## config.mk

```make
export PLATFORM = sky130hd
export DESIGN_NAME = rgb3_merge
export DESIGN_NICKNAME = d
export VERILOG_FILES = /design/src/hdl/rgb3_pkg.sv /design/src/hdl/rgb3_merge.sv
export SDC_FILE = /design/constraint.sdc
export NUM_CORES = 1
export LEC_CHECK = 0
export BUFFER_PORTS_ARGS = -buffer_cell sky130_fd_sc_hd__buf_2
export CORE_MARGIN = 2
export CORE_UTILIZATION = 34
export DETAILED_ROUTE_END_ITERATION = 10
export GPL_ROUTABILITY_DRIVEN = 0
export PLACE_DENSITY = 0.7
export REMOVE_ABC_BUFFERS = 1
export SLEW_MARGIN = 5
export SYNTH_ARGS = -nofsm -noshare
export SYNTH_HDL_FRONTEND = slang
export SYNTH_SLANG_ARGS = --single-unit
```

## constraint.sdc

```tcl
create_clock -name i_clk -period 0.85 [get_ports i_clk]
set_input_delay 0.0425 -clock i_clk [delete_from_list [all_inputs] [get_ports i_clk]]
set_output_delay 0.0425 -clock i_clk [all_outputs]
set_load 0.01 [all_outputs]
```

## src/hdl/rgb3_pkg.sv

```systemverilog
// Shared constants, types and register codes for the RGB 3x3 convolution filter.
`timescale 1ns / 1ps
package rgb3_pkg;

    localparam int KSIZE      = 3;
    localparam int MAX_WIDTH  = 2048;
    localparam int ADDR_W     = $clog2(MAX_WIDTH);
    localparam int PIX_W      = 24;
    localparam int ROW_W      = 12;
    localparam int COL_W      = 11;
    localparam int WID_W      = 12;
    localparam int HGT_W      = 13;
    localparam int COEF_W     = 16;
    localparam int ACC_W      = 28;
    localparam int DIV_STEPS  = ACC_W;
    localparam int DCNT_W     = $clog2(DIV_STEPS);
    localparam int CFG_IDX_W  = 3;
    localparam int CFG_DATA_W = 48;

    localparam logic [WID_W-1:0] W_MIN = WID_W'(3);
    localparam logic [WID_W-1:0] W_MAX = WID_W'(MAX_WIDTH);
    localparam logic [HGT_W-1:0] H_MIN = HGT_W'(3);
    localparam logic [HGT_W-1:0] H_MAX = HGT_W'(4096);

    typedef enum logic [CFG_IDX_W-1:0] {
        CFG_COEF_TOP = 3'd0,
        CFG_COEF_MID = 3'd1,
        CFG_COEF_BOT = 3'd2,
        CFG_DIVISOR  = 3'd3,
        CFG_ROUND_UP = 3'd4,
        CFG_WIDTH    = 3'd5,
        CFG_HEIGHT   = 3'd6
    } t_cfg_idx;

    typedef enum logic [3:0] {
        S_IDLE,
        S_RD1,
        S_RD2,
        S_RD3,
        S_MAC,
        S_DLD,
        S_DIV,
        S_RND,
        S_EMIT1,
        S_EMIT2,
        S_DONE
    } t_state;

    typedef struct packed {
        logic clr;
        logic mac;
        logic div_load;
        logic div_step;
        logic fin;
    } t_lane_ctl;

    typedef struct packed {
        logic [ROW_W-1:0] row;
        logic [COL_W-1:0] col;
        logic [PIX_W-1:0] pix;
        logic             use_lanes;
        logic             last;
    } t_beat;

endpackage

```

## src/hdl/rgb3_merge.sv

```systemverilog
// Output stage: combines lane results or a pass-through pixel into one registered beat.
`timescale 1ns / 1ps
module rgb3_merge (
    input  logic                 i_clk,
    input  logic                 i_rst_n,
    input  logic                 i_load,
    input  rgb3_pkg::t_beat      i_beat,
    input  logic [7:0]           i_red,
    input  logic [7:0]           i_green,
    input  logic [7:0]           i_blue,
    output logic                 o_free,
    output logic                 m_axis_tvalid,
    input  logic                 m_axis_tready,
    output logic [47:0]          m_axis_tdata,
    output logic                 m_axis_tlast
);
    import rgb3_pkg::*;

    logic             r_valid;
    logic [47:0]      r_data;
    logic             r_last;
    logic [PIX_W-1:0] pix;

    assign pix    = i_beat.use_lanes ? {i_red, i_green, i_blue} : i_beat.pix;
    assign o_free = !r_valid || m_axis_tready;

    always_ff @(posedge i_clk) begin
        if (!i_rst_n) begin
            r_valid <= 1'b0;
        end else if (i_load) begin
            r_valid <= 1'b1;
        end else if (m_axis_tready) begin
            r_valid <= 1'b0;
        end
        if (i_load) begin
            r_data <= {1'b0, pix[7:0], pix[15:8], pix[23:16], i_beat.col, i_beat.row};
            r_last <= i_beat.last;
        end
    end

    assign m_axis_tvalid = r_valid;
    assign m_axis_tdata  = r_data;
    assign m_axis_tlast  = r_last;
endmodule

```

==> qor.yml, run 1 <==
status: "complete, but fails checks"
violations: "setup timing"
path_buf_inv: 1
cts_tree: "yes"
hp-class: "input port to register"
start_kind: "register"
cts_buffers: 5
area_growth_pct: 56.70
ys_warn_count: 0
cp.arrival_ps: 830
wl_um: 3905
synth_cell_types: 11
grt_pass1_vias: 1384
die_w_um: 78.50
initial_core_util: 0.3469
hold_depth: 2
diodes: 0
grt_max_degree: 30
grt_use_total: 0.1287
fillers: 465
hold_viol_final: 0
gr-total-overflow: 0
crit_fanout: 1
p_int_uw: 3926
fin_crit_sh: 1.022
maxCapViolCount: 0
viasPerCell: 4.164
drtAntennaViolNets: 0
utilization: 0.5436
netlist_area_um2: 1887
power_density_nw_per_um2: 1684
reg2reg_depth: 2
yosysSeqAreaShare: 0.7745
clockRootBuffer: "clkbuf_8"
cp_slowest_cell: "edfxtp_1"
clockPowerShare: 0.244
dr.first_iter.drc_count: 65
setup_viol: 9
num_rows: 27
peakVddDrop_mv: 0.8873
wire_per_inst_um: 12.56
setup_slack_ps: -18.66
p_comb_frac: 0.168
dr_total_vias: 1295
synth_seq_cells: 49
fin_nets: 316
antenna_found_initial: 0
cp_data_required_time_ps: 810
switching_share: 0.2115
clock_latency_ps: 280
hold_slack_ps: 47.37
timing.fmax_ghz: 1.151
multi_input_area_um2: 362.8
rsz0062_at_grt: "yes"
avgSynthCellArea_um2: 23.29
crit_cells: 1
htreeDepth: 2
cts.sinks: 49
p_seq_frac: 0.588
p_leak_uw: 0.001347
drtPass1Iterations: 4
synth_cells: 81
die-height_um: 78.50
drive_gt1_frac: 0.6695
fin_skew_ps: 0
cts_max_path_buffers: 2
slew_viol_final: 0
layout_min_cycle_time_ps: 868.7
path_class: "register to primary output"
die_area_um2: 6161
clk_pin_slew_worst_paths_ps: 80
crit_path_end_kind: "primary output"
crit_family: "flip-flops"
fp.coreArea_um2: 5439
portBuffers: 126
slowest_delay_ps: 380
drc_errors: 0
detailedPlace.worstSlack_ps: -121.3
path_cells: "buf_2"
seqCellArea_um2: 1463
ios: 128
grt_first_pass_wirelength_um: 5947
switchingPower_uw: 1053
-- logic make-up after synthesis --
kind of cell	Yosys count	synth area share
compound gates	1	0.003980
mux	24	0.1830
other cells	1	0.001987
buf+inv	5	0.03316
simple gates	1	0.003318
flops	49	0.7745
-- stage by stage --
stage          power [µW]  cells  instance area (µm²)  setup TNS [ps]
6_report             4980    311                 2957          -82.26
3_3_place_gp         3717    279                 2629           -1297
3_5_place_dp         3739    279                 2629           -1552
5_1_grt              5248    311                 2957           -1712
2_1_floorplan        3254     77                 1828               0
4_1_cts              5076    311                 2957          -591.8
-- cell usage after synthesis, drive strengths merged --
cell    instances  area, µm²
dfxtp           1      20.02
inv             1      3.750
nand2b          1      6.260
buf             4      58.81
mux2           24      345.3
conb            1      3.750
a21boi          1      7.510
edfxtp         48       1441
-- layer usage --
layer,GRT usage,wire length (µm),share of wire,vias up
met5,0,0,0,-
met3,0.06782,490,0.13,6
met2,0.2328,2055,0.53,84
li1,-,-,-,624
met1,0.1211,1300,0.33,581
met4,0.05263,59,0.015,0
-- state kept, by name (all words and copies together), names as in the netlist --
| signal | flops |
|---|---|
| m_axis_tdata | 47 |
| m_axis_tlast | 1 |
| m_axis_tvalid | 1 |
-- power groups by stage --
stage	clock, µW	sequential [µW]	combinational (µW)
final	1220	2930	834
after global placement	0	2980	741
after floorplan	0	3110	146
after detailed placement	0	2980	756
after global routing	1400	2950	903
after CTS	1300	2930	845
-- worst paths after layout --
check,startpoint,slack [ps],to
worst min register to register,m_axis_tvalid$_SDFFE_PN0P_,520,m_axis_tvalid$_SDFFE_PN0P_
worst max-delay path,m_axis_tdata[40]$_DFFE_PP_,-20,m_axis_tdata[40]
worst max register to register,m_axis_tvalid$_SDFFE_PN0P_,200,m_axis_tvalid$_SDFFE_PN0P_
worst min-delay path,i_beat[11],50,m_axis_tdata[32]$_DFFE_PP_
-- placed cells by master (no fill, tap or decap) --
cell             n
mux2_2           4
conb_1           1
clkbuf_8         5
dlygate4sd3_1   25
edfxtp_1        48
dfxtp_2          1
clkbuf_1         1
a21boi_0         1
nand2b_1         1
clkinv_1         1
inv_1            1
buf_2          126
mux2_4          20
buf_12           4
-- area by class of cell --
type / instances / share of cell area
Clock buffer: 6 / 0.02455
Clock inverter: 1 / 0.001270
Inverter: 1 / 0.001270
Multi-Input combinational cell: 27 / 0.1227
Sequential cell: 49 / 0.4947
Tap cell: 72 / 0.03047
Timing Repair Buffer: 155 / 0.3250
-- what timing repair did --
item	CTS	global route
hold buffers	25	0
endpoints found under the setup margin	37	49
hold endpoints to repair	25	0
setup buffers	0	0
resized for setup	1	0
No activity file was read; power rests on OpenSTA's default activity.
==> run 2: changes to the inputs <==
ABC_AREA = 1   (was unset)
PLACE_DENSITY = 0.71   (was 0.7)
==> run 2 against run 1 <==
  * Sequential power barely moved
  * Critical path depth unchanged
  * Largest power group unchanged
  * Clock power grew 11%
  * Critical endpoint is now m_axis_tdata[1]
  * The flow still finishes with violations (setup timing)
==> qor.yml, run 2 <==
grt_use_total: 0.1387  # was 0.1287
num_rows: 26  # was 27
timing.fmax_ghz: 1.128  # was 1.151 GHz
die_area_um2: 6072  # was 6161 µm²
cts_setup_buffers: 0  # unchanged
critPathLaunch: "m_axis_tdata[1]$_DFFE_PP_"  # was m_axis_tdata[40]$_DFFE_PP_
ys_warn_count: 0  # unchanged
status: "complete, but fails checks"  # unchanged
drtAntennaViolNets: 0  # unchanged
clockPowerShare: 0.267  # was 0.244
synth_seq_cells: 49  # unchanged
cts_max_path_buffers: 2  # unchanged
total_power_uw: 5058  # was 4980 µW
clockRootBuffer: "clkbuf_8"  # unchanged
setup_slack_ps: -36.90  # was -18.66 ps
synth.area.top_cells: "edfxtp_1 (78%), inv_1 (5.5%), o21ai_0 (5.4%)"  # was edfxtp_1 (76%), mux2_4 (16%), mux2_2 (2.4%)
drc_errors: 0  # unchanged
die-height_um: 77.93  # was 78.50 µm
r2r_end: "m_axis_tvalid$_SDFFE_PN0P_"  # unchanged
path_buf_inv: 1  # unchanged
cp_slowest_cell: "edfxtp_1"  # unchanged
diodes: 0  # unchanged
synthArstFlopShare: 0  # unchanged
start_kind: "register"  # unchanged
final_cell_area_um2: 2929  # was 2957 µm²
post_dp_cell_area_um2: 2579  # was 2629 µm²
violations: "setup timing"  # unchanged
grt_max_degree: 49  # was 30
p_leak_uw: 0.001394  # was 0.001347 µW
p_comb_frac: 0.154  # was 0.168
use_met3: 0.04767  # was 0.06782
utilization: 0.5627  # was 0.5436
viasPerCell: 4.123  # was 4.164
crit_family: "flip-flops"  # unchanged
final_common_cell: "buf_2"  # unchanged
crit_path_end_kind: "primary output"  # unchanged
final_cell_mix: "buf_2 (125), edfxtp_1 (48), inv_1 (27)"  # was buf_2 (126), edfxtp_1 (48), dlygate4sd3_1 (25)
hold_viol_final: 0  # unchanged
path_cells: "buf_2"  # unchanged
maxCapViolCount: 0  # unchanged
synth_ff_type: "edfxtp_1"  # unchanged
hp-class: "input port to register"  # unchanged
grt_pass1_vias: 1452  # was 1384
netlist_area_um2: 1858  # was 1887 µm²
clock_latency_ps: 290  # was 280 ps
grt_busiest_layer: "met2"  # unchanged
gr-total-overflow: 0  # unchanged
reg2reg_depth: 2  # unchanged
cts_buffers: 5  # unchanged
switchingPower_uw: 1191  # was 1053 µW
cts.sinks: 49  # unchanged
cts_tree: "yes"  # unchanged
synth_cell_types: 13  # was 11
hpwl_um: 2863
reg2reg_from: "m_axis_tvalid$_SDFFE_PN0P_"  # unchanged
rsz0062_at_grt: "yes"  # unchanged
peakVddDrop_mv: 0.6849  # was 0.8873 mV
ys_top_cells_by_count: "edfxtp_1 (48), inv_1 (27), nand2_1 (25)"  # was edfxtp_1 (48), mux2_4 (20), mux2_2 (4)
portBuffers: 126  # unchanged
die_w_um: 77.93  # was 78.50 µm
power_density_nw_per_um2: 1727  # was 1684 nW/µm²
cp.arrival_ps: 840  # was 830 ps
endpoint: "m_axis_tdata[1]"  # was m_axis_tdata[40]
synth_top_area_share: 0.7758  # was 0.7639
use_met1: 0.1527  # was 0.1211
dpl.cell_count: 326  # was 279
p_seq_frac: 0.579  # was 0.588
p_int_uw: 3867  # was 3926 µW
clk_pin_slew_worst_paths_ps: 90  # was 80 ps
stdcell_count: 359  # was 311
antenna_found_initial: 0  # unchanged
largest_register_ffs: 47  # unchanged
wire_per_inst_um: 11.77  # was 12.56 µm
hold_slack_ps: 20.75  # was 47.37 ps
yosysSeqAreaShare: 0.7865  # was 0.7745
layout_min_cycle_time_ps: 886.9  # was 868.7 ps
initial_core_util: 0.3570  # was 0.3469
grtUsageMet2: 0.2534  # was 0.2328
drive_gt1_frac: 0.4948  # was 0.6695
area_growth_pct: 57.64  # was 56.70%
slowest_delay_ps: 390  # was 380 ps
dr.first_iter.drc_count: 39  # was 65
grt_first_pass_wirelength_um: 6541  # was 5947 µm
drtPass1Iterations: 4  # unchanged
wl_um: 4226  # was 3905 µm
setup_viol: 20  # was 9
synth_cells: 133  # was 81
fp.coreArea_um2: 5205  # was 5439 µm²
dr_total_vias: 1480  # was 1295
yosysMostFrequentCell: "edfxtp_1"  # unchanged
yosys.area.top_type: "edfxtp_1"  # unchanged
fin_nets: 365  # was 316
synth_edf_count: 48  # unchanged
ios: 128  # unchanged
fin_crit_sh: 1.043  # was 1.022
slew_viol_final: 0  # unchanged
switching_share: 0.2354  # was 0.2115
avgSynthCellArea_um2: 13.97  # was 23.29 µm²
crit_cells: 1  # unchanged
htreeDepth: 2  # unchanged
fin_skew_ps: 0  # unchanged
path_class: "register to primary output"  # unchanged
crit_fanout: 1  # unchanged
r2r_setup_slack_ps: 270  # was 200 ps
cp_data_required_time_ps: 810  # about the same
-- run 2: cell types whose count changed in the layout (fill, tap and decap cells not counted), moves of 4 or more --
cell,before,now
inv_1,1,27
nand2_1,0,24
mux2_4,20,0
o21ai_0,0,20
mux2_2,4,0
o21ai_2,0,4
-- run 2: cell families after synthesis --
group / synth area share
buf+inv: 0.08552
flops: 0.7865
simple gates: 0.05051
other cells: 0.002018
compound gates: 0.07542
-- run 2: stage by stage --
step           setup slack (ps)  TNS, ps
3_5_place_dp              81.27        0
6_report                 -36.90   -317.9
4_1_cts                  -49.33   -707.6
3_3_place_gp              121.4        0
2_1_floorplan             189.2        0
5_1_grt                  -77.01    -1953
-- run 2: worst min-delay path by stage --
| stage | start | end | slack, ps | depth (start not counted) |
|---|---|---|---|---|
| after floorplan | i_beat[37] | m_axis_tdata[0]$_DFFE_PP_ | 140 | 0 |
| after global placement | i_beat[33] | m_axis_tdata[19]$_DFFE_PP_ | 220 | 1 |
| after detailed placement | i_beat[47] | m_axis_tdata[10]$_DFFE_PP_ | 220 | 1 |
| after CTS | m_axis_tready | m_axis_tvalid$_SDFFE_PN0P_ | 7 | 4 |
| after global routing | i_green[2] | m_axis_tdata[33]$_DFFE_PP_ | 20 | 3 |
| final | i_red[0] | m_axis_tdata[23]$_DFFE_PP_ | 20 | 3 |
-- run 2: power by group through the flow --
stage	combinational [µW]	clock [µW]	sequential, µW
final	777	1350	2930
after global routing	857	1510	2950
after CTS	781	1410	2930
after detailed placement	686	0	2980
after global placement	672	0	2980
after floorplan	87.2	0	3110
-- run 2: cell type report --
| cell class | instances | area [µm²] |
|---|---|---|
| timing repair buffer | 154 | 947.2 |
| clock buffer | 5 | 68.82 |
| sequential | 49 | 1463 |
| fill | 445 | 2276 |
| multi-input combinational | 51 | 240.2 |
| inverter | 27 | 101.3 |
| tap | 70 | 87.58 |
| clock inverter | 3 | 21.27 |
-- run 2: repair_timing --
item / CTS / global route
hold buffers: 25 / 0
endpoints found under the setup margin: 45 / 49
resized for setup: 3 / 0
pin swaps: 1 / 0
endpoints found under the hold margin: 25 / 0
-- run 2: per-layer routing --
layer / vias up / part of all wire
met5: - / 0
met4: 0 / 0.0080
met3: 4 / 0.099
met2: 87 / 0.50
met1: 642 / 0.40
li1: 747 / -
