<file path="config.mk">
export PLATFORM = sky130hd
export DESIGN_NAME = rgb3_lane
export DESIGN_NICKNAME = d
export VERILOG_FILES = /design/src/hdl/rgb3_pkg.sv /design/src/hdl/rgb3_lane.sv
export SDC_FILE = /design/constraint.sdc
export NUM_CORES = 1
export LEC_CHECK = 0
export ABC_AREA = 1
export BUFFER_PORTS_ARGS = -buffer_cell sky130_fd_sc_hd__buf_2
export CAP_MARGIN = 10
export CORE_ASPECT_RATIO = 0.9
export CORE_UTILIZATION = 56
export CTS_BUF_LIST = sky130_fd_sc_hd__clkbuf_4 sky130_fd_sc_hd__clkbuf_8 sky130_fd_sc_hd__clkbuf_16
export CTS_CLUSTER_SIZE = 30
export DETAILED_ROUTE_END_ITERATION = 8
export PLACE_DENSITY = 0.73
export SLEW_MARGIN = 20
export SYNTH_ARGS = -nofsm -noshare
export SYNTH_HDL_FRONTEND = slang
export SYNTH_SLANG_ARGS = --single-unit
</file>
<file path="constraint.sdc">
create_clock -name i_clk -period 10.65 [get_ports i_clk]
set_input_delay 2.13 -clock i_clk [delete_from_list [all_inputs] [get_ports i_clk]]
set_output_delay 2.13 -clock i_clk [all_outputs]
set_load 0.005 [all_outputs]
</file>
<file path="src/hdl/rgb3_pkg.sv">
// Shared constants, types and register codes for the RGB 3x3 convolution filter.
`timescale 1ns / 1ps
package rgb3_pkg;

    localparam int KSIZE      = 3;
    localparam int MAX_WIDTH  = 2048;
    localparam int ADDR_W     = $clog2(MAX_WIDTH);
    localparam int PIX_W      = 24;
    localparam int ROW_W      = 12;
    localparam int COL_W      = 11;
    localparam int WID_W      = 12;
    localparam int HGT_W      = 13;
    localparam int COEF_W     = 16;
    localparam int ACC_W      = 28;
    localparam int DIV_STEPS  = ACC_W;
    localparam int DCNT_W     = $clog2(DIV_STEPS);
    localparam int CFG_IDX_W  = 3;
    localparam int CFG_DATA_W = 48;

    localparam logic [WID_W-1:0] W_MIN = WID_W'(3);
    localparam logic [WID_W-1:0] W_MAX = WID_W'(MAX_WIDTH);
    localparam logic [HGT_W-1:0] H_MIN = HGT_W'(3);
    localparam logic [HGT_W-1:0] H_MAX = HGT_W'(4096);

    typedef enum logic [CFG_IDX_W-1:0] {
        CFG_COEF_TOP = 3'd0,
        CFG_COEF_MID = 3'd1,
        CFG_COEF_BOT = 3'd2,
        CFG_DIVISOR  = 3'd3,
        CFG_ROUND_UP = 3'd4,
        CFG_WIDTH    = 3'd5,
        CFG_HEIGHT   = 3'd6
    } t_cfg_idx;

    typedef enum logic [3:0] {
        S_IDLE,
        S_RD1,
        S_RD2,
        S_RD3,
        S_MAC,
        S_DLD,
        S_DIV,
        S_RND,
        S_EMIT1,
        S_EMIT2,
        S_DONE
    } t_state;

    typedef struct packed {
        logic clr;
        logic mac;
        logic div_load;
        logic div_step;
        logic fin;
    } t_lane_ctl;

    typedef struct packed {
        logic [ROW_W-1:0] row;
        logic [COL_W-1:0] col;
        logic [PIX_W-1:0] pix;
        logic             use_lanes;
        logic             last;
    } t_beat;

endpackage

</file>
<file path="src/hdl/rgb3_lane.sv">
// One color lane: serial multiply-accumulate, bit-serial divide, rounding and clamp.
`timescale 1ns / 1ps
module rgb3_lane (
    input  logic                      i_clk,
    input  logic                      i_rst_n,
    input  rgb3_pkg::t_lane_ctl       i_ctl,
    input  logic [7:0]                i_pix,
    input  logic signed [15:0]        i_weight,
    input  logic [15:0]               i_divisor,
    input  logic                      i_round_up,
    output logic [7:0]                o_value
);
    import rgb3_pkg::*;

    logic signed [ACC_W-1:0] r_acc;
    logic [ACC_W-1:0]        r_mag;
    logic [COEF_W-1:0]       r_rem;
    logic                    r_neg;
    logic [7:0]              r_value;

    logic signed [24:0]      prod;
    logic [COEF_W:0]         rem_sh;
    logic                    q_bit;
    logic signed [ACC_W+1:0] q;
    logic signed [ACC_W+1:0] qf;
    logic [COEF_W-1:0]       rr;
    logic [COEF_W:0]         rr2;
    logic                    inc;
    logic [7:0]              n_value;

    assign prod   = i_weight * $signed({1'b0, i_pix});
    assign rem_sh = {r_rem, r_mag[ACC_W-1]};
    assign q_bit  = (rem_sh >= {1'b0, i_divisor});

    // floor division from magnitude quotient and remainder
    always_comb begin
        if (r_neg && (r_rem != '0)) begin
            q  = -$signed({2'b00, r_mag}) - (ACC_W+2)'(1);
            rr = i_divisor - r_rem;
        end else if (r_neg) begin
            q  = -$signed({2'b00, r_mag});
            rr = r_rem;
        end else begin
            q  = $signed({2'b00, r_mag});
            rr = r_rem;
        end
        rr2 = {rr, 1'b0};
        if (i_round_up) begin
            inc = (rr != '0);
        end else begin
            inc = (rr2 > {1'b0, i_divisor}) || ((rr2 == {1'b0, i_divisor}) && q[0]);
        end
        qf = q + $signed({{(ACC_W+1){1'b0}}, inc});
        if (qf < 0) begin
            n_value = 8'd0;
        end else if (qf > (ACC_W+2)'(255)) begin
            n_value = 8'd255;
        end else begin
            n_value = qf[7:0];
        end
    end

    always_ff @(posedge i_clk) begin
        if (i_ctl.clr) begin
            r_acc <= '0;
        end else if (i_ctl.mac) begin
            r_acc <= r_acc + ACC_W'(prod);
        end
        if (i_ctl.div_load) begin
            r_neg <= r_acc[ACC_W-1];
            r_mag <= r_acc[ACC_W-1] ? ACC_W'(-r_acc) : ACC_W'(r_acc);
            r_rem <= '0;
        end else if (i_ctl.div_step) begin
            r_rem <= q_bit ? COEF_W'(rem_sh - {1'b0, i_divisor}) : rem_sh[COEF_W-1:0];
            r_mag <= {r_mag[ACC_W-2:0], q_bit};
        end
        if (!i_rst_n) begin
            r_value <= '0;
        end else if (i_ctl.fin) begin
            r_value <= n_value;
        end
    end

    assign o_value = r_value;
endmodule

</file>
==> results of run 1 <==
-- registers in the layout (all words and copies together) (netlist names) --
signal	flops
r_rem	16
r_acc	28
o_value	8
r_neg	1
r_mag	28
-- layer usage --
| layer | global-route usage [%] | part of all wire [%] | vias to the layer above |
|---|---|---|---|
| li1 | - | - | 6861 |
| met2 | 50.40 | 47 | 353 |
| met3 | 2.021 | 4.4 | 49 |
| met4 | 7.332 | 2.0 | 0 |
| met5 | 0 | 0 | - |
| met1 | 38.25 | 46 | 6259 |
-- how the worst max path moves through the flow --
| stage | start | to | depth (start not counted) | slack [ps] |
|---|---|---|---|---|
| after global placement | i_divisor[0] | o_value[4] | 45 | 2810 |
| after floorplan | i_pix[2] | r_acc[22] | 27 | 3430 |
| after global routing | i_divisor[0] | o_value[6] | 45 | 2230 |
| final | i_divisor[0] | o_value[3] | 45 | 3020 |
| after detailed placement | i_divisor[0] | o_value[3] | 45 | 2680 |
| after CTS | i_divisor[0] | o_value[3] | 45 | 3050 |
-- worst register-to-register path: cells and delay by family, from the launching register on --
kind                     cells  cell delay, ps
adder cells (fa/ha/maj)      5            1260
AO/OA/AOI/OAI               10            1410
XOR/XNOR                     1             160
AND/OR/NAND/NOR             24            2510
buffers and inverters        3             180
flip-flops                   1             420
-- cells in the mapped netlist (3+ instances only) --
library cell | count | area share (%)
o21ai_1 | 12 | 0.41
nor2_1 | 179 | 4.6
nor2_2 | 17 | 0.73
nand2_4 | 8 | 0.62
inv_2 | 15 | 0.39
a22oi_1 | 17 | 0.88
o22ai_1 | 20 | 0.86
nand4_1 | 35 | 1.5
xor2_1 | 52 | 3.1
buf_1 | 3 | 0.077
nand3_1 | 116 | 4.0
ha_1 | 111 | 9.6
inv_1 | 427 | 11
a21oi_1 | 124 | 4.3
clkbuf_1 | 59 | 1.5
edfxtp_1 | 29 | 6.0
a31oi_1 | 6 | 0.26
o21bai_1 | 9 | 0.46
nand2_1 | 492 | 13
dfxtp_1 | 52 | 7.2
nor4_1 | 10 | 0.43
a21boi_0 | 3 | 0.15
nand3_2 | 5 | 0.34
nor2_4 | 20 | 1.5
o211ai_1 | 5 | 0.26
nand2_2 | 27 | 1.2
o21a_1 | 5 | 0.26
clkinv_1 | 3 | 0.077
nor3_1 | 20 | 0.69
fa_1 | 130 | 18
o21ai_0 | 108 | 3.7
xnor2_1 | 24 | 1.4
a21o_1 | 3 | 0.15
-- kinds of logic after synthesis --
group,Yosys count
compound gates,325
xor+xnor,76
flops,81
buf+inv,510
simple gates,938
fa+ha+maj,241
-- per-stage QoR --
| stage | instance area [um2] | hold WS, ps | utilization (%) | instances | setup slack (ps) |
|---|---|---|---|---|---|
| global route | 15310 | 487.9 | 60.45 | 2525 | 2226 |
| CTS | 15310 | 466.0 | 60.45 | 2525 | 3045 |
| global placement | 15030 | 450.0 | 59.34 | 2509 | 2807 |
| detailed placement | 15030 | 456.0 | 59.34 | 2509 | 2682 |
| finish | 15310 | 462.2 | 60.46 | 2526 | 3017 |
| floorplan | 14530 | 461.8 | - | 2171 | 3428 |
-- layout make-up --
class	instances	area share, %
Clock inverter	6	0.3187
Timing Repair Buffer	61	2.092
Inverter	445	10.91
Antenna cell	1	0.01634
Clock buffer	10	1.520
Sequential cell	81	12.49
Tap cell	342	2.795
Multi-Input combinational cell	1580	69.86
-- power by group through the flow --
| stage | sequential [mW] | combinational, mW | clock [mW] |
|---|---|---|---|
| after floorplan | 0.528 | 2.50 | 0 |
| after global placement | 0.588 | 3.06 | 0 |
| after detailed placement | 0.591 | 3.10 | 0 |
| after CTS | 0.584 | 3.12 | 0.311 |
| after global routing | 0.601 | 3.59 | 0.323 |
| final | 0.588 | 3.13 | 0.307 |
==> results.ini, run 1 <==
[logic_synthesis]
ys.flop_type = dfxtp_1
netlist_area_um2 = 14530
seq_area_frac_synth_pct = 13.16
yosys_warnings = 0
synth_compound_gate_area_share_pct = 12.53
async_flop_share_pct = 0
synth_edf_count = 29
muxShareOfSynthArea_pct = 0
synthDistinctLibCells = 52
syn_inst = 2171
ys_seq_elements = 81
syn-mean-instance-area_um2 = 6.694
yosys.area_share.adder_pct = 27.46
synth_top_family_by_area = simple AND/OR/NAND/NOR gates
synth-simple-area-share_pct = 29.03
synthXorXnorAreaFrac_pct = 4.580
synth_fp_nets = 2460

[route]
vias_per_cell = 5.353
drt-initial-drc-count = 1024
routed_wl_um = 36640
ant_nets = 0
first_pass_iters = 5
routed-via-count = 13522
drc = 0
post_drt_wl_per_cell_um = 14.50

[worst_hold_path]
hold_start = o_value[0]
hold_depth = 2
hp-class = reg -> reg
min_to = o_value[0]

[critical_path]
worstSetupPathType = in -> reg
crit_path_end_kind = flip-flop
crit_top_cell = nand2_1
reg2regPathDepth = 43
crit_slowest_cell = fa_1
reg2reg_from = r_rem[0]
cpPeakStageDelay_ps = 400
r2r-end = o_value[3]
r2r_slack_ps = 4560
worstPathRequired_ps = 10880
cp.arrival_ps = 7860
start_kind = primary input
critPathTopFamily = simple AND/OR/NAND/NOR gates
crit_buf_inv = 5
critPathMaxFanout = 4

[cells_and_area]
final_common_cell = nand2_1
multiInputGateArea_um2 = 10700
syn2layout_area_growth_pct = 5.355
register_area_um2 = 1912
layout_common_cells = 492 x nand2_1, 427 x inv_1, 179 x nor2_1
fillers = 2524
final_layout_size_suffix_gt1_share_pct = 8.108
final_nets = 2467

[global_routing]
grt_use_total_pct = 28.75
antenna_found_initial = 1
grt_pass1_vias = 12885
grt_overflow = 0
grt_pass1_wl_um = 61440
grt_max_degree = 52

[cts]
clock_latency_ps = 350
cts_buffers = 9
post-cts-setup-buffers = 0
path_clk_slew_ps = 60
cts_sinks = 81
cts_tree = done
post_cts_resize_count = 0
clockBufferDepth = 2
htree_levels = 3
cts_root_buf = clkbuf_16
cts_hold_buf = 0

[floorplanning]
start_util_pct = 57.39
core_area_um2 = 25320
num_io_pins = 56
fp-row-count = 55
die_area_um2 = 26600
dieWidth_um = 171.8
die_h_um = 154.8

[place]
portBuffers = 55
dp_hpwl_um = 30690
gp_congestion = 0.9985

[power_and_ir_drop]
p_int_mw = 1.773
p_total_mw = 4.026
pwr-share-comb_pct = 77.8
p_leak_nw = 8.133
ir_drop_mv = 0.1743
p_sw_share_pct = 55.97
p_clk_share_pct = 7.6
switchingPower_mw = 2.253
p_per_area_nw_per_um2 = 263.0
power.share.sequential_pct = 14.6

[timing]
clock_skew_ps = 9.806
min_period_ps = 7633
slew_viol_final = 0
maxSlewHeadroom_pct = 30.45
max_freq_mhz = 131.0
tightestPinTransition_ps = 1042
rsz0062_at_grt = false
setup_violations = 0
setup_tns_ps = 0
period_share_pct = 71.68
hold_viol_final = 0

[run]
drv_cap = 0

[run_status]
status = complete, no violations

(Power assumes the default switching activity.)
==> inputs of run 2 (changes only) <==
Settings changed: ABC_AREA 1 to 0.
Clock period 10.65 ns to 7.5 ns, I/O delays scaled along.
==> results.ini, run 2 <==
[run_status]
status = complete, no violations

[floorplanning]
die_area_um2 = 25760
num_io_pins = 56
start_util_pct = 57.51
die_h_um = 152.4
fp-row-count = 54
core_area_um2 = 24460
dieWidth_um = 169.1

[logic_synthesis]
ys.flop_type = dfxtp_1
yosys.area_share.adder_pct = 28.37
yosys-top-cells-count = 215 x inv_1, 153 x nand2_1, 142 x nor2_1
synth_top_family_by_area = adder cells
yosys_warnings = 0
muxShareOfSynthArea_pct = 3.665
netlist_area_um2 = 14070
synth_compound_gate_area_share_pct = 15.63
synth_top_area_share_pct = 18.50
async_flop_share_pct = 0
synth_edf_count = 29
seq_area_frac_synth_pct = 13.59
synth-simple-area-share_pct = 24.29
synthDistinctLibCells = 90
ys_seq_elements = 81
syn_inst = 1741
synthXorXnorAreaFrac_pct = 6.413
synth_fp_nets = 2030
synthTopCellsByArea = fa_1 19%, ha_1 9.9%, dfxtp_1 7.4%, edfxtp_1 6.2%, inv_1 5.7%
yosysTopAreaCell = fa_1
yosysMostFrequentCell = inv_1
syn-mean-instance-area_um2 = 8.080

[cells_and_area]
insertedDiodeCount = 0
reg.largest.list = r_acc x28, r_mag x28, r_rem x16
final_layout_size_suffix_gt1_share_pct = 9.008
layout_common_cells = 214 x inv_1, 153 x nand2_1, 142 x nor2_1
register_area_um2 = 1912
syn2layout_area_growth_pct = 6.466
fillers = 2218
multiInputGateArea_um2 = 11060
final_nets = 2049
final_common_cell = inv_1

[route]
first_pass_iters = 6
vias_per_cell = 5.922
wl_met1_um = 15750
post_drt_wl_per_cell_um = 16.05
drt-initial-drc-count = 949
dr_wl_met2_um = 15440
routed-via-count = 12442
highest_layer = met4
ant_nets = 0
met3WireLength_um = 2006
drc = 0
routed_wl_um = 33710

[critical_path]
cp.arrival_ps = 7380
crit_path_end_kind = flip-flop
worstSetupPathType = in -> reg
cpPeakStageDelay_ps = 540
worstPathRequired_ps = 7750
critPathMaxFanout = 16
crit_top_cell = fa_1
path_cells = buf_2 > nand2_1 > fa_1 > fa_1 > inv_1 > ha_1 > inv_1 > fa_1 > inv_1 > fa_1 > ha_1 > or2_2 > a21oi_1 > o31ai_1 > o41ai_1 > buf_4 > o21ai_0 > o21a_1 > and4_1 > a2111oi_0 > buf_4 > a21oi_1 > xnor2_1 > o31ai_1
start_kind = primary input
crit_slowest_cell = fa_1

[timing]
period_share_pct = 95.05
slew_viol_final = 0
tightestPinTransition_ps = 1091
maxSlewHeadroom_pct = 26.87
setup_tns_ps = 0
setup_ws_ps = 371.5
rsz0062_at_grt = false
hold_viol_final = 0
clock_skew_ps = 11.13
setup_violations = 0
max_freq_mhz = 140.3
min_period_ps = 7128

[cts]
htree_levels = 3
clock_latency_ps = 340
post-cts-setup-buffers = 0
cts_root_buf = clkbuf_16
path_clk_slew_ps = 60
clockBufferDepth = 2
cts_buffers = 9
cts_tree = done
cts_hold_buf = 0
cts_sinks = 81

[worst_hold_path]
hp-class = reg -> reg

[power_and_ir_drop]
p_leak_nw = 6.699
p_per_area_nw_per_um2 = 334.8
ir_drop_mv = 0.3797
p_total_mw = 5.014

[run]
drv_cap = 0

[global_routing]
grt_max_degree = 71
grt_use_total_pct = 26.89
grt_pass1_vias = 11729
grt_overflow = 0
antenna_found_initial = 0
grt_pass1_wl_um = 56910

[place]
dp_hpwl_um = 26960
portBuffers = 55
post-place-ws_ps = -135.7
gp_congestion = 0.9627

-- run 2: changes by cell type after synthesis, moves of 40 or more --
cell / previous run / this run
inv_1: 427 / 215
nand3_1: 116 / 38
nand2_1: 492 / 153
o21ai_0: 108 / 58
and2_1: 0 / 90
mux2i_1: 0 / 40
-- run 2: layout make-up --
cell class | instances | share of cell area, %
Multi-Input combinational cell | 1368 | 73.85
Tap cell | 336 | 2.807
Clock buffer | 13 | 1.746
Sequential cell | 81 | 12.77
Timing Repair Buffer | 84 | 3.292
Inverter | 216 | 5.414
Clock inverter | 3 | 0.1253
-- run 2: worst max-delay path: cells and delay by family --
family / cells / cell delay [ps]
AOI/OAI and AO/OA: 8 / 1760
xor gates and xnor gates: 1 / 130
adders and majority gates: 6 / 2540
buffers and inverters: 6 / 850
and+or+nand+nor: 3 / 620
-- run 2: kinds of logic after synthesis --
| family | count (synthesis) |
|---|---|
| AOI/OAI and AO/OA | 324 |
| xor gates and xnor gates | 103 |
| buffers and inverters | 292 |
| and+or+nand+nor | 650 |
| muxes | 50 |
| adders and majority gates | 241 |
| DFF | 81 |
-- run 2: report_power, final --
part           total [mW]  internal (mW)  switching (mW)
logic                3.71           1.70            2.01
clock network       0.424          0.244           0.180
registers           0.875          0.594           0.281
total                5.01           2.54            2.48
-- run 2: worst paths after layout --
| kind | startpoint | to | slack (ps) | depth (start not counted) |
|---|---|---|---|---|
| worst min register to register | r_rem[15] | r_rem[15] | 540 | 2 |
| worst max-delay path | i_pix[2] | r_acc[26] | 370 | 24 |
| worst max register to register | r_rem[10] | o_value[0] | 1210 | 30 |
| worst min-delay path | r_rem[15] | r_rem[15] | 540 | 2 |
-- run 2: layer usage --
layer / vias to the layer above / GRT usage, %
met2: 355 / 42.88
li1: 6023 / -
met3: 54 / 3.636
met1: 6010 / 38.97
met4: 0 / 5.448
met5: - / 0
-- run 2: through the flow --
stage / instance area (um2) / util (%) / hold WS, ps / instances
floorplan: 14070 / - / 406.4 / 1741
global placement: 14660 / 59.94 / 514.2 / 2085
detailed placement: 14660 / 59.94 / 522.6 / 2085
CTS: 14940 / 61.09 / 538.1 / 2101
global route: 14980 / 61.23 / 584.7 / 2101
finish: 14980 / 61.23 / 537.7 / 2101
-- run 2: timing repair --
item / CTS / global route
gates resized for setup: 0 / 15
setup endpoints to repair: 0 / 8
hold endpoints to repair: 0 / 0
